### src/rtl/core/hmb_pkg.sv
// ----------------------------------------------------------------------------
// hmb_pkg: shared constants and types for the height map binning block
// Geometry, fixed-point factors, and controller/datapath handshake structs.
// ----------------------------------------------------------------------------
package hmb_pkg;

  // request kinds on the input channel
  localparam logic REQ_PIXEL = 1'b0;
  localparam logic REQ_READ  = 1'b1;

  // image and grid geometry
  localparam int IMAGE_W   = 640;
  localparam int IMAGE_H   = 480;
  localparam int GRID_W    = 128;
  localparam int GRID_H    = 128;
  localparam int CELL_AW   = 7;                  // bits of one grid coordinate
  localparam int MAP_AW    = 2 * CELL_AW;        // cell address bits
  localparam int MAP_CELLS = GRID_W * GRID_H;
  localparam int ROW_MID   = IMAGE_H / 2;
  localparam int COL_MID   = IMAGE_W / 2;
  localparam int GRID_MID  = GRID_H / 2;

  // 2*tan(0.675) in Q16
  localparam int KQ16      = 104913;

  // height: divide by 2*IMAGE_H*65536 = 15 * 2^22
  localparam int H_SHIFT   = 22;
  localparam int H_RECIP   = 71582789;           // ceil(2^30 / 15)
  localparam int H_RSHIFT  = 30;

  // lateral: divide by 2*IMAGE_W*65536*40 = 25 * 2^27
  localparam int S_SHIFT   = 27;
  localparam int S_ROUND   = (1 << S_SHIFT) - 1;
  localparam int S_DIV     = 25;
  localparam int S_RECIP   = 671089;             // ceil(2^24 / 25)
  localparam int S_RSHIFT  = 24;

  // forward: divide by 80 = 5 * 2^4, rounded up
  localparam int Y_DIV     = 80;
  localparam int Y_SHIFT   = 4;
  localparam int Y_RECIP   = 13108;              // ceil(2^16 / 5)
  localparam int Y_RSHIFT  = 16;

  localparam logic [15:0] HEIGHT_MAX = 16'hFFFF;

  // controller -> datapath
  typedef struct packed {
    logic cap;       // latch the accepted beat
    logic s1;        // first products
    logic s2;        // Q16 products, forward cell
    logic s3;        // height reciprocal, lateral rounding
    logic s4;        // height result, lateral reciprocal
    logic rd_pix;    // read target cell of the pixel
    logic wr_pix;    // max update of the pixel's cell
    logic rd_cell;   // read cell of a read request
    logic wr_zero;   // clear cell of a read request
    logic out_load;  // load output register
    logic clr_wr;    // clearing pass write
  } cmd_t;

  // datapath -> controller
  typedef struct packed {
    logic req_read;  // latched beat is a read request
    logic clr_last;  // clearing pass at last cell
  } sts_t;

endpackage

### src/rtl/core/hmb_ctrl.sv
// ----------------------------------------------------------------------------
// hmb_ctrl: sequencing state machine
// Clearing pass, pixel pipeline steps, read-and-clear, output register valid.
// ----------------------------------------------------------------------------
module hmb_ctrl (
  input  logic          clk,
  input  logic          rst_n,
  input  logic          in_valid,
  output logic          in_ready,
  output logic          out_valid,
  input  logic          out_ready,
  input  hmb_pkg::sts_t sts,
  output hmb_pkg::cmd_t cmd
);

  localparam logic [3:0] ST_CLR  = 4'd0;
  localparam logic [3:0] ST_IDLE = 4'd1;
  localparam logic [3:0] ST_S1   = 4'd2;
  localparam logic [3:0] ST_S2   = 4'd3;
  localparam logic [3:0] ST_S3   = 4'd4;
  localparam logic [3:0] ST_S4   = 4'd5;
  localparam logic [3:0] ST_RDP  = 4'd6;
  localparam logic [3:0] ST_WR   = 4'd7;
  localparam logic [3:0] ST_RD   = 4'd8;
  localparam logic [3:0] ST_RES  = 4'd9;

  logic [3:0] state_r, state_nxt;
  logic       out_valid_r, out_valid_nxt;
  logic       out_free;

  assign in_ready  = (state_r == ST_IDLE);
  assign out_valid = out_valid_r;
  assign out_free  = !out_valid_r || out_ready;

  always_comb begin
    state_nxt = state_r;
    cmd       = '0;
    case (state_r)
      ST_CLR: begin
        cmd.clr_wr = 1'b1;
        if (sts.clr_last) begin
          state_nxt = ST_IDLE;
        end
      end
      ST_IDLE: begin
        if (in_valid) begin
          cmd.cap   = 1'b1;
          state_nxt = ST_S1;
        end
      end
      ST_S1: begin
        if (sts.req_read) begin
          state_nxt = ST_RD;
        end else begin
          cmd.s1    = 1'b1;
          state_nxt = ST_S2;
        end
      end
      ST_S2: begin
        cmd.s2    = 1'b1;
        state_nxt = ST_S3;
      end
      ST_S3: begin
        cmd.s3    = 1'b1;
        state_nxt = ST_S4;
      end
      ST_S4: begin
        cmd.s4    = 1'b1;
        state_nxt = ST_RDP;
      end
      ST_RDP: begin
        cmd.rd_pix = 1'b1;
        state_nxt  = ST_WR;
      end
      ST_WR: begin
        cmd.wr_pix = 1'b1;
        state_nxt  = ST_IDLE;
      end
      ST_RD: begin
        cmd.rd_cell = 1'b1;
        state_nxt   = ST_RES;
      end
      ST_RES: begin
        if (out_free) begin
          cmd.out_load = 1'b1;
          cmd.wr_zero  = 1'b1;
          state_nxt    = ST_IDLE;
        end
      end
      default: begin
        state_nxt = ST_IDLE;
      end
    endcase
  end

  always_comb begin
    out_valid_nxt = out_valid_r;
    if (out_valid_r && out_ready) begin
      out_valid_nxt = 1'b0;
    end
    if (cmd.out_load) begin
      out_valid_nxt = 1'b1;
    end
  end

  always_ff @(posedge clk) begin
    if (!rst_n) begin
      state_r     <= ST_CLR;
      out_valid_r <= 1'b0;
    end else begin
      state_r     <= state_nxt;
      out_valid_r <= out_valid_nxt;
    end
  end

endmodule

### config.mk
export PLATFORM = sky130hd
export DESIGN_NAME = hmb_ctrl
export DESIGN_NICKNAME = d
export VERILOG_FILES = /design/src/rtl/core/hmb_pkg.sv /design/src/rtl/core/hmb_ctrl.sv
export SDC_FILE = /design/constraint.sdc
export NUM_CORES = 1
export LEC_CHECK = 0
export BUFFER_PORTS_ARGS = -buffer_cell sky130_fd_sc_hd__buf_2
export CAP_MARGIN = 20
export CORE_AREA = 2 2 39 41
export DETAILED_ROUTE_END_ITERATION = 10
export DIE_AREA = 0 0 41 43
export PLACE_DENSITY_LB_ADDON = 0.15
export SYNTH_ARGS = -nofsm -noshare
export SYNTH_HDL_FRONTEND = slang
export SYNTH_SLANG_ARGS = --single-unit
### constraint.sdc
create_clock -name clk -period 1.8 [get_ports clk]
set_clock_uncertainty 0.1 [all_clocks]
set_input_delay 0.18 -clock clk [delete_from_list [all_inputs] [get_ports clk]]
set_output_delay 0.18 -clock clk [all_outputs]
set_load 0.02 [all_outputs]
==> summary.md, run 1 <==
| Metric | Value |
|---|---|
| Final setup fails | 0 |
| Initial Util | 29.1% |
| GPL Wtd Cong | around 0.66 |
| HP Class | in2reg |
| CP Capture Type | output port |
| Total of max-cap violations | 0 |
| Fin crit period | 1.71 ns |
| Clk Latency, worst-skew pair | roughly 0.24 ns |
| Share of cells above drive strength 1 | around 45% |
| Largest fanout on the critical path | 12 |
| Register area share after synthesis | 24.8% |
| Number of synthesized flops with an enable pin | 0 |
| Post-synth top area share | between 20 and 25% |
| Overflow after GRT | 0 |
| Initial DRT Pass Iterations | 4 |
| Die Ht | around 43 um |
| Total number of vias | approximately 380 |
| Fin crit share | a little over nine tenths |
| Status | completed |
| R2R depth | 3 |
| Iter 0 DRT Violations | 7 |
| Max-slew headroom | between 70% and 80% |
| Syn_nets | 55 |
| Area leader, netlist | dfxtp_1 |
| Vias per inst | about 4.7 |
| IO Port Bufs | 18 |
| N_diodes | 0 |
| Core box area | approximately 1400 um^2 |
| Hold Violations, Final | 0 |
| Hold path depth | 2 |
| Max clock buf depth | 2 |
| Synth Area per Inst | 8.22 um^2 |
| H-tree levels | 1 |
| Synth top area cells | dfxtp_1 25%, buf_4 7.5%, nand2b_1 6.2% |
| IO Count | 19 |
| Max incr delay on CP | approximately 0.56 ns |
| Ys Warns | 0 |
| Layout area overhead | 23.3% |
| Initial antenna violation count | 0 |
| Post-DP HPWL | 644 um |
| Async SR Flop Fraction | 0% |
| CP max-delay cell | or4_4 |
| Chip Width | 41 um |
| Top_reg_cell synth | dfxtp_1 |
| Die area | roughly 1800 um^2 |
| Maximum clock rate | ~600 MHz |
| Largest net degree at the start of global routing | 16 |
| CTS tree | done |
| Syn Std Cell Area | just over 400 um^2 |
| Worst-path clk slew | 0.04 ns |
| CTS Buf Count | 3 |
| Critical path cell sequence | or4_4 > inv_1 > buf_2 |
| WS Path Type | reg2out |
| Total power draw | roughly 0.41 mW |
| Cell Rows | 14 |
| Post-DRT Antenna Nets | 0 |
| Setup_tns | 0 ns |
| Worst path required time | roughly 1.5 ns |
| Clock Tree Root | clkbuf_4 |
| Slew @ Worst Pin | roughly 0.4 ns |
| Pins Over Slew Limit | 0 |
| Netlist cell types | 29 |
| First-pass GRT wire length | about 1300 um |
| Vias in the first global route | about 300 |
| Peak supply drop | between 0.0002 and 0.0003 V |
| Hold_buf cts | 0 |
| Setup Buffers After CTS | 0 |
| Post-Route WL | 883 um |
| Leak | ~0.24 nW |
| Post-DR wirelength/cell | approximately 11 um |
| Clock sink count | 5 |
| Yosys reg bits | 5 |
| Drt drc | 0 |
| Resize count post-CTS | 0 |
| PD cells | about 830 nW/um^2 |
| GRT Total Usage | between 10% and 20% |
| Startpoint Class | register |
| Gate count of the mapped netlist | 49 |
| RSZ-0062 raised after global routing | no |
| Worst path arrival time | roughly 1.4 ns |
| Layout Nets | 72 |
==> where the power goes <==
group	internal [mW]	switching [mW]	total, mW
registers	0.124	0.0350	0.159
logic	0.0631	0.0649	0.128
clock network	0.0837	0.0435	0.127
total	0.270	0.143	0.414
==> cells in the mapped netlist, types with 2 or more instances <==
cell	n
or4_4	2
o21ai_1	2
nor2b_1	2
nor3_1	3
nand2b_1	4
nor2_1	4
dfxtp_1	5
nand2_1	3
buf_4	4
==> cell families after synthesis <==
group,count (synthesis),synth area share (%)
flops,5,24.8
simple gates,28,47.5
xor+xnor,1,2.17
buf+inv,7,12.4
compound gates,8,13.0
==> worst paths after layout <==
check | to | slack [ns] | startpoint
worst max register to register | state_r[1]$_SDFFE_PN0P_ | 0.38 | state_r[0]$_SDFFE_PN0P_
worst min-delay path | out_valid$_SDFFE_PN0P_ | 0.09 | rst_n
worst min register to register | out_valid$_SDFFE_PN0P_ | 0.50 | out_valid$_SDFFE_PN0P_
worst max-delay path | cmd[0] | 0.09 | state_r[2]$_SDFFE_PN0P_
==> layer usage <==
metal | GRT usage [%] | up-vias | wire length, um
met5 | 0 | - | 0
met4 | 0 | 0 | 0
li1 | - | 201 | -
met1 | 14.7 | 172 | 432
met3 | 7.85 | 0 | 49
met2 | 14.4 | 8 | 401
==> worst max-delay path, delay by kind of cell, from the launching register on <==
family / cells / cell delay (ns)
flip-flops: 1 / 0.42
AND/OR/NAND/NOR: 1 / 0.56
buffers and inverters: 2 / 0.21
==> sequential cells by signal (all words and copies together), names as in the netlist <==
register and cells:
state_r 4, out_valid 1
==> cell usage in the layout, fill, tap and decap left out <==
cell / count
dfxtp_2: 3
and2_1: 1
nand2b_1: 4
inv_1: 1
a31oi_1: 1
clkbuf_1: 1
nor2_1: 4
and4b_1: 1
clkbuf_4: 3
a211oi_1: 1
o21ai_1: 2
xor2_1: 1
or2b_2: 1
a211o_1: 1
nor4b_1: 1
nor4_1: 1
buf_2: 18
a21oi_1: 1
and4bb_1: 1
nand3b_1: 1
o21a_1: 1
nand2b_4: 1
nor2b_1: 2
a21boi_1: 1
nor3_1: 3
nand2_1: 3
dfxtp_1: 2
or2b_1: 1
or4_4: 2
and2b_2: 1
==> area by class of cell <==
cell class | instances | area [um^2]
repair buffers | 18 | 90.1
well taps | 16 | 20.0
inverters | 1 | 3.75
flip-flops and latches | 5 | 104
clock buffers | 4 | 26.3
multi-input cells | 37 | 253
fillers | 165 | 887
==> metrics by stage <==
stage	area (um^2)	hold slack, ns	utilization (%)	instances	worst slack, ns
floorplan	403	0.197	-	49	0.170
global placement	467	0.340	33.7	77	0.281
detailed placement	467	0.343	33.7	77	0.242
CTS	493	0.0882	35.6	81	0.0234
global route	497	0.0996	35.9	81	0.0177
finish	497	0.0886	35.9	81	0.0907
Power figures use the tool's default switching activity.
==> run 2, diff against run 1 <==
==> constraint.sdc (replaced) <==
create_clock -name clk -period 1.6 [get_ports clk]
set_clock_uncertainty 0.1 [all_clocks]
set_input_delay 0.16 -clock clk [delete_from_list [all_inputs] [get_ports clk]]
set_output_delay 0.16 -clock clk [all_outputs]
set_load 0.02 [all_outputs]
==> run 2 against run 1 <==
  * Sequential share of layout area decreased by 1.9 points
  * Non-clock buffer count increased by 6
  * Wire length increased by 9.1%
  * Utilization increased by 4.2 points
  * Die area unchanged
==> summary.md, run 2 (synthesized netlist as in run 1, its figures left out) <==
| Metric | Value |
|---|---|
| Hold path start | rst_n (unchanged) |
| Pins Over Slew Limit | 0 (unchanged) |
| Hold Violations, Final | 0 (unchanged) |
| Max incr delay on CP | 0.54 ns (was 0.56 ns) |
| Post-DRT Antenna Nets | 0 (unchanged) |
| Filler cells | 150 (was 165) |
| Share of cells above drive strength 1 | 50.7% (was 44.6%) |
| Clock sink count | 5 (unchanged) |
| Peak supply drop | 0.000462 V (was 0.000283 V) |
| Worst path arrival time | 1.29 ns (was 1.43 ns) |
| GPL Wtd Cong | 0.690 (was 0.658) |
| Worst R2R End | state_r[1]$_SDFFE_PN0P_ (unchanged) |
| Post-DR wirelength/cell | 11.1 um (was 10.9 um) |
| Initial Util | 29.1% (unchanged) |
| Fin crit period | about 1.6 ns |
| Startpoint Class | register (unchanged) |
| Placed Cells | 81 (was 77) |
| DP Worst Slack | 0.202 ns (was 0.242 ns) |
| Fin crit share | 97.1% |
| Largest net degree at the start of global routing | 10 (was 16) |
| Hold_buf cts | 0 (unchanged) |
| CTS tree | done (unchanged) |
| Post-Route WL | 963 um (was 883 um) |
| Core box area | 1380 um^2 (unchanged) |
| Max-slew headroom | 84.1% (was 73.6%) |
| Max clock buf depth | 2 (unchanged) |
| Slew @ Worst Pin | 0.235 ns (was 0.395 ns) |
| Layout Nets | 78 (was 72) |
| H-tree levels | 1 (unchanged) |
| Flop-to-flop setup slack | 0.16 ns (was 0.38 ns) |
| Worst-path clk slew | 0.05 ns (was 0.04 ns) |
| Reg2reg start | state_r[1]$_SDFFE_PN0P_ (was state_r[0]$_SDFFE_PN0P_) |
| Fin area | 554 um^2 (was 497 um^2) |
| Overflow after GRT | 0 (unchanged) |
| Final setup fails | 0 (unchanged) |
| First-pass GRT wire length | 1570 um (was 1270 um) |
| GRT Total Usage | 13.4% (was 10.7%) |
| Post-DP HPWL | 682 um (was 644 um) |
| RSZ-0062 raised after global routing | no (unchanged) |
| Min Hold Slack | 0.0659 ns (was 0.0886 ns) |
| IO Count | 19 (unchanged) |
| CP Capture Type | output port (unchanged) |
| CTS Buf Count | 3 (unchanged) |
| IO Port Bufs | 18 (unchanged) |
| Final worst slack | 0.0462 ns (was 0.0907 ns) |
| Layout Cells excl Fill | 87 (was 81) |
| Iter 0 DRT Violations | 4 (was 7) |
| Clk Latency, worst-skew pair | 0.24 ns (about the same) |
| Worst path bufs/invs | 2 (unchanged) |
| Commonest cells after routing, fill and taps aside | 17 x buf_2, 6 x buf_4, 4 x nand2b_1, 4 x nor2_1 (was 18 x buf_2, 4 x nand2b_1, 4 x nor2_1) |
| PD cells | 922 nW/um^2 (was 833 nW/um^2) |
| HP Class | in2reg (unchanged) |
| N_diodes | 0 (unchanged) |
| Top Family by Delay on Critical Path | simple AND/OR/NAND/NOR gates (unchanged) |
| Total of max-cap violations | 0 (unchanged) |
| WS Path Type | reg2out (unchanged) |
| Layout area overhead | 37.6% (was 23.3%) |
| Die Ht | 43 um (unchanged) |
| Biggest register | state_r (unchanged) |
| R2R depth | 3 (unchanged) |
| Initial DRT Pass Iterations | 4 (unchanged) |
| Worst path required time | 1.34 ns (was 1.52 ns) |
| Worst hold endpoint | out_valid$_SDFFE_PN0P_ (unchanged) |
| Vias in the first global route | 372 (was 297) |
| Cell area after placement | 502 um^2 (was 467 um^2) |
| Setup_tns | 0 ns (unchanged) |
| Hold path depth | 2 (unchanged) |
| Largest register FFs | 4 (unchanged) |
| Maximum clock rate | ~640 MHz |
| Leak | 0.273 nW (was 0.236 nW) |
| Crit. Startpoint | state_r[2]$_SDFFE_PN0P_ (unchanged) |
| Die area | 1760 um^2 (unchanged) |
| Largest fanout on the critical path | 6 (was 12) |
| Drt drc | 0 (unchanged) |
| Total number of vias | 419 (was 381) |
| Commonest non-fill, non-tap cell in the layout | buf_2 (unchanged) |
| Cell Rows | 14 (unchanged) |
| Status | completed (unchanged) |
| CP max-delay cell | or4_4 (unchanged) |
| Chip Width | 41 um (unchanged) |
| Critical path cell sequence | or4_4 > inv_2 > buf_6 (was or4_4 > inv_1 > buf_2) |
| Clock Tree Root | clkbuf_4 (unchanged) |
| Initial antenna violation count | 0 (unchanged) |
| Vias per inst | 4.82 (was 4.70) |
run 2: area by class of cell:
class / count / area (um^2) / share of cell area [%]
inverters: 1 / 3.75 / 0.677
well taps: 16 / 20.0 / 3.61
clock buffers: 4 / 26.3 / 4.74
flip-flops and latches: 5 / 105 / 19.0
multi-input cells: 37 / 258 / 46.5
repair buffers: 24 / 141 / 25.5
run 2: where the power goes:
| group | switching [mW] | internal, mW | leakage (nW) | total (mW) |
|---|---|---|---|---|
| Combinational | 0.107 | 0.103 | 0.216 | 0.211 |
| Sequential | 0.0166 | 0.138 | 0.0420 | 0.155 |
| Clock | 0.0514 | 0.0942 | 0.0150 | 0.146 |
run 2: repair_timing:
item                       in CTS  in global routing
pin swaps                       0                  1
resized for setup               3                  3
setup endpoints to repair       2                  3
buffers inserted                2                  0
run 2: worst max path at each step:
stage / endpoint / slack (ns) / cells past startpoint
after global placement: cmd[0] / 0.21 / 3
after floorplan: cmd[3] / 0.07 / 2
after CTS: cmd[0] / 0.009 / 3
after global routing: cmd[9] / 0.002 / 4
final: cmd[0] / 0.05 / 3
after detailed placement: cmd[0] / 0.20 / 3
run 2: worst register-to-register path: stages (launching register included):
cell and delay (ns):
dfxtp_4 0.36, buf_4 0.14, or4_4 0.53, and4b_1 0.21
run 2: stage by stage:
stage / power [mW] / util (%)
2_1_floorplan: 0.294 / -
3_3_place_gp: 0.340 / 36.3
3_5_place_dp: 0.341 / 36.3
4_1_cts: 0.507 / 39.7
5_1_grt: 0.552 / 40.1
6_report: 0.511 / 40.1
run 2: metal layers:
layer | GRT usage [%] | up-vias | routed length [um]
met2 | 18.8 | 11 | 442
met1 | 17.8 | 190 | 456
met5 | 0 | - | 0
met4 | 4.00 | 0 | 6
li1 | - | 216 | -
met3 | 6.28 | 2 | 57
==> run 3, diff against run 2 <==
--- a/config.mk
+++ b/config.mk
@@ -5,6 +5,7 @@
 export SDC_FILE = /design/constraint.sdc
 export NUM_CORES = 1
 export LEC_CHECK = 0
+export ABC_AREA = 1
 export BUFFER_PORTS_ARGS = -buffer_cell sky130_fd_sc_hd__buf_2
 export CAP_MARGIN = 20
 export CORE_AREA = 2 2 39 41
==> run 3 against run 2 <==
  * Total power is 0.25% higher
  * Worst hold slack worse by 0.017 ns
  * Setup slack gained 0.038 ns
  * Via count grew 6.4%
  * Synthesized cell count increased by 35%
  * First-iteration DRC count up 75%
  * Maximum frequency up 2.5%
  * Cell count increased by 17%
  * Wire length increased by 3.4%
  * Largest power group unchanged
==> summary.md, run 3 <==
| Metric | Value |
|---|---|
| Netlist cell types | 12 (was 29) |
| Largest net degree at the start of global routing | 8 (was 10) |
| Cell Rows | 14 (unchanged) |
| H-tree levels | 1 (unchanged) |
| Slew @ Worst Pin | 0.197 ns (was 0.235 ns) |
| Syn_nets | 72 (was 55) |
| Initial DRT Pass Iterations | 4 (unchanged) |
| Status | completed (unchanged) |
| IO Count | 19 (unchanged) |
| Async SR Flop Fraction | 0% (unchanged) |
| Top_reg_cell synth | dfxtp_1 (unchanged) |
| Synth Area in Adders | 0% (unchanged) |
| Layout Cells excl Fill | 102 (was 87) |
| Number of synthesized flops with an enable pin | 0 (unchanged) |
| Clock Tree Root | clkbuf_4 (unchanged) |
| Fin crit share | 94.8% (was 97.1%) |
| Leak | 0.303 nW (was 0.273 nW) |
| Max clock buf depth | 2 (unchanged) |
| Most frequent cell after synthesis | inv_1 (was dfxtp_1) |
| Commonest non-fill, non-tap cell in the layout | buf_2 (unchanged) |
| CTS tree | done (unchanged) |
| Post-DP HPWL | 760 um (was 682 um) |
| Gate count of the mapped netlist | 66 (was 49) |
| CTS Buf Count | 3 (unchanged) |
| Largest register FFs | 4 (unchanged) |
| IO Port Bufs | 18 (unchanged) |
| Cell area after placement | 469 um^2 (was 502 um^2) |
| Overflow after GRT | 0 (unchanged) |
| Post-DRT Antenna Nets | 0 (unchanged) |
| Min Hold Slack | 0.0490 ns (was 0.0659 ns) |
| Final setup fails | 0 (unchanged) |
| Synth Area in Simple Gates | 49.8% (was 47.5%) |
| Hold Violations, Final | 0 (unchanged) |
| Worst path arrival time | 1.26 ns (was 1.29 ns) |
| First-pass GRT wire length | 1460 um (was 1570 um) |
| Largest family of logic cells by synthesized area | simple AND/OR/NAND/NOR gates (unchanged) |
| Syn Std Cell Area | 374 um^2 (was 403 um^2) |
| Finished Core Util | 37.1% (was 40.1%) |
| Die area | 1760 um^2 (unchanged) |
| N_diodes | 0 (unchanged) |
| Total power draw | 0.512 mW (was 0.511 mW) |
| Area leader, netlist | dfxtp_1 (unchanged) |
| Synth top area cells | dfxtp_1 27%, nand3_1 13%, inv_1 13% (was dfxtp_1 25%, buf_4 7.5%, nand2b_1 6.2%) |
| Register area share after synthesis | 26.8% (was 24.8%) |
| Initial Util | 27.0% (was 29.1%) |
| Max-slew headroom | 86.8% (was 84.1%) |
| Fin area | 513 um^2 (was 554 um^2) |
| Critical path cell sequence | inv_1 > nor2_2 > nand2_1 > nor2_1 > buf_2 (was or4_4 > inv_2 > buf_6) |
| Share of cells above drive strength 1 | 39.5% (was 50.7%) |
| Setup Buffers After CTS | 0 (was 2) |
| Setup_tns | 0 ns (unchanged) |
| Ys Warns | 0 (unchanged) |
| Chip Width | 41 um (unchanged) |
| Startpoint Class | register (unchanged) |
| Peak supply drop | 0.000355 V (was 0.000462 V) |
| Total of max-cap violations | 0 (unchanged) |
| Post-Route WL | 996 um (was 963 um) |
| Max incr delay on CP | 0.38 ns (was 0.54 ns) |
| Fin crit period | 1.52 ns (was 1.55 ns) |
| PD cells | 998 nW/um^2 (was 922 nW/um^2) |
| Clk Latency, worst-skew pair | 0.24 ns (about the same) |
| Vias per inst | 4.37 (was 4.82) |
| GPL Wtd Cong | 0.804 (was 0.690) |
| Post-synth top area share | 26.8% (was 24.8%) |
| DP Worst Slack | 0.253 ns (was 0.202 ns) |
| Placed Cells | 98 (was 81) |
| Post-synthesis compound-gate area fraction | 4.35% (was 13.0%) |
| Yosys reg bits | 5 (unchanged) |
| CP Capture Type | output port (unchanged) |
| Layout area overhead | 37.1% (was 37.6%) |
| Maximum clock rate | 660 MHz (was 644 MHz) |
| Iter 0 DRT Violations | 7 (was 4) |
| Clock sink count | 5 (unchanged) |
| Mux contribution to synthesized area | 0% (unchanged) |
| Total number of vias | 446 (was 419) |
| Final worst slack | 0.0837 ns (was 0.0462 ns) |
| WS Path Type | reg2out (unchanged) |
| Drt drc | 0 (unchanged) |
| Layout Nets | 93 (was 78) |
| Vias in the first global route | 365 (was 372) |
| Worst path required time | 1.34 ns (about the same) |
| Commonest cells after routing, fill and taps aside | 18 x buf_2, 13 x inv_1, 12 x nand2_1 (was 17 x buf_2, 6 x buf_4, 4 x nand2b_1, 4 x nor2_1) |
| Worst-path clk slew | 0.05 ns (about the same) |
| Post-DR wirelength/cell | 9.76 um (was 11.1 um) |
| Pins Over Slew Limit | 0 (unchanged) |
| CP max-delay cell | dfxtp_2 (was or4_4) |
| Biggest register | state_r (unchanged) |
| Die Ht | 43 um (unchanged) |
| HP Class | in2reg (unchanged) |
| Initial antenna violation count | 0 (unchanged) |
| Core box area | 1380 um^2 (unchanged) |
| Largest fanout on the critical path | 4 (was 6) |
| Synth Area per Inst | 5.67 um^2 (was 8.22 um^2) |
| Synth Area in XOR/XNOR | 0% (was 2.17%) |
| GRT Total Usage | 12.9% (was 13.4%) |
| Synth cell count leaders | 13 x inv_1, 12 x nand2_1, 10 x nand3_1, 10 x nor2_1 (was 5 x dfxtp_1, 4 x buf_4, 4 x nand2b_1, 4 x nor2_1) |
| RSZ-0062 raised after global routing | yes (was no) |
run 3: cell types whose count changed after synthesis, sizes merged, moves of 4 or more:
cell    delta
nor2      +11
inv       +14
nand2b     -5
nand3     +10
nand2      +9
buf        -4
run 3: worst max-delay path: cells and delay by family (launching register included):
family                 cells  cell delay, ns
AND/OR/NAND/NOR            3            0.38
buffers and inverters      2            0.25
flip-flops                 1            0.38
run 3: report_power, final:
part	total [mW]	switching, mW	internal (mW)
sequential	0.166	0.0237	0.142
clock	0.150	0.0551	0.0945
combinational	0.197	0.131	0.0660
total	0.512	0.209	0.303
run 3: repair_timing:
action                                  CTS  global route
endpoints found under the setup margin    2             7
gates resized for setup                   1             7
endpoints found under the hold margin     0             0
hold buffers                              0             0
run 3: final cells by class:
| type | instances | area, um^2 |
|---|---|---|
| flip-flops and latches | 5 | 108 |
| fillers | 165 | 871 |
| inverters | 15 | 56.3 |
| repair buffers | 18 | 90.1 |
| well taps | 16 | 20.0 |
| clock buffers | 4 | 26.3 |
| multi-input cells | 44 | 213 |
run 3: cells by family after synthesis:
family / after synthesis
flip-flops: 5
AO/OA/AOI/OAI: 3
AND/OR/NAND/NOR: 41
buffers and inverters: 17
run 3: routing by layer:
layer	routed length [um]	track usage [%]
met1	415	13.9
met4	11	8.00
met2	501	19.1
met3	67	6.28
met5	0	0
run 3: final timing paths:
path | start | endpoint | slack (ns) | cells after the start
max | state_r[3]$_SDFFE_PN0P_ | cmd[1] | 0.08 | 5
max reg2reg | state_r[3]$_SDFFE_PN0P_ | state_r[1]$_SDFFE_PN0P_ | 0.45 | 7
min | rst_n | state_r[0]$_SDFFE_PN0P_ | 0.05 | 3
min reg2reg | state_r[0]$_SDFFE_PN0P_ | state_r[2]$_SDFFE_PN0P_ | 0.47 | 2
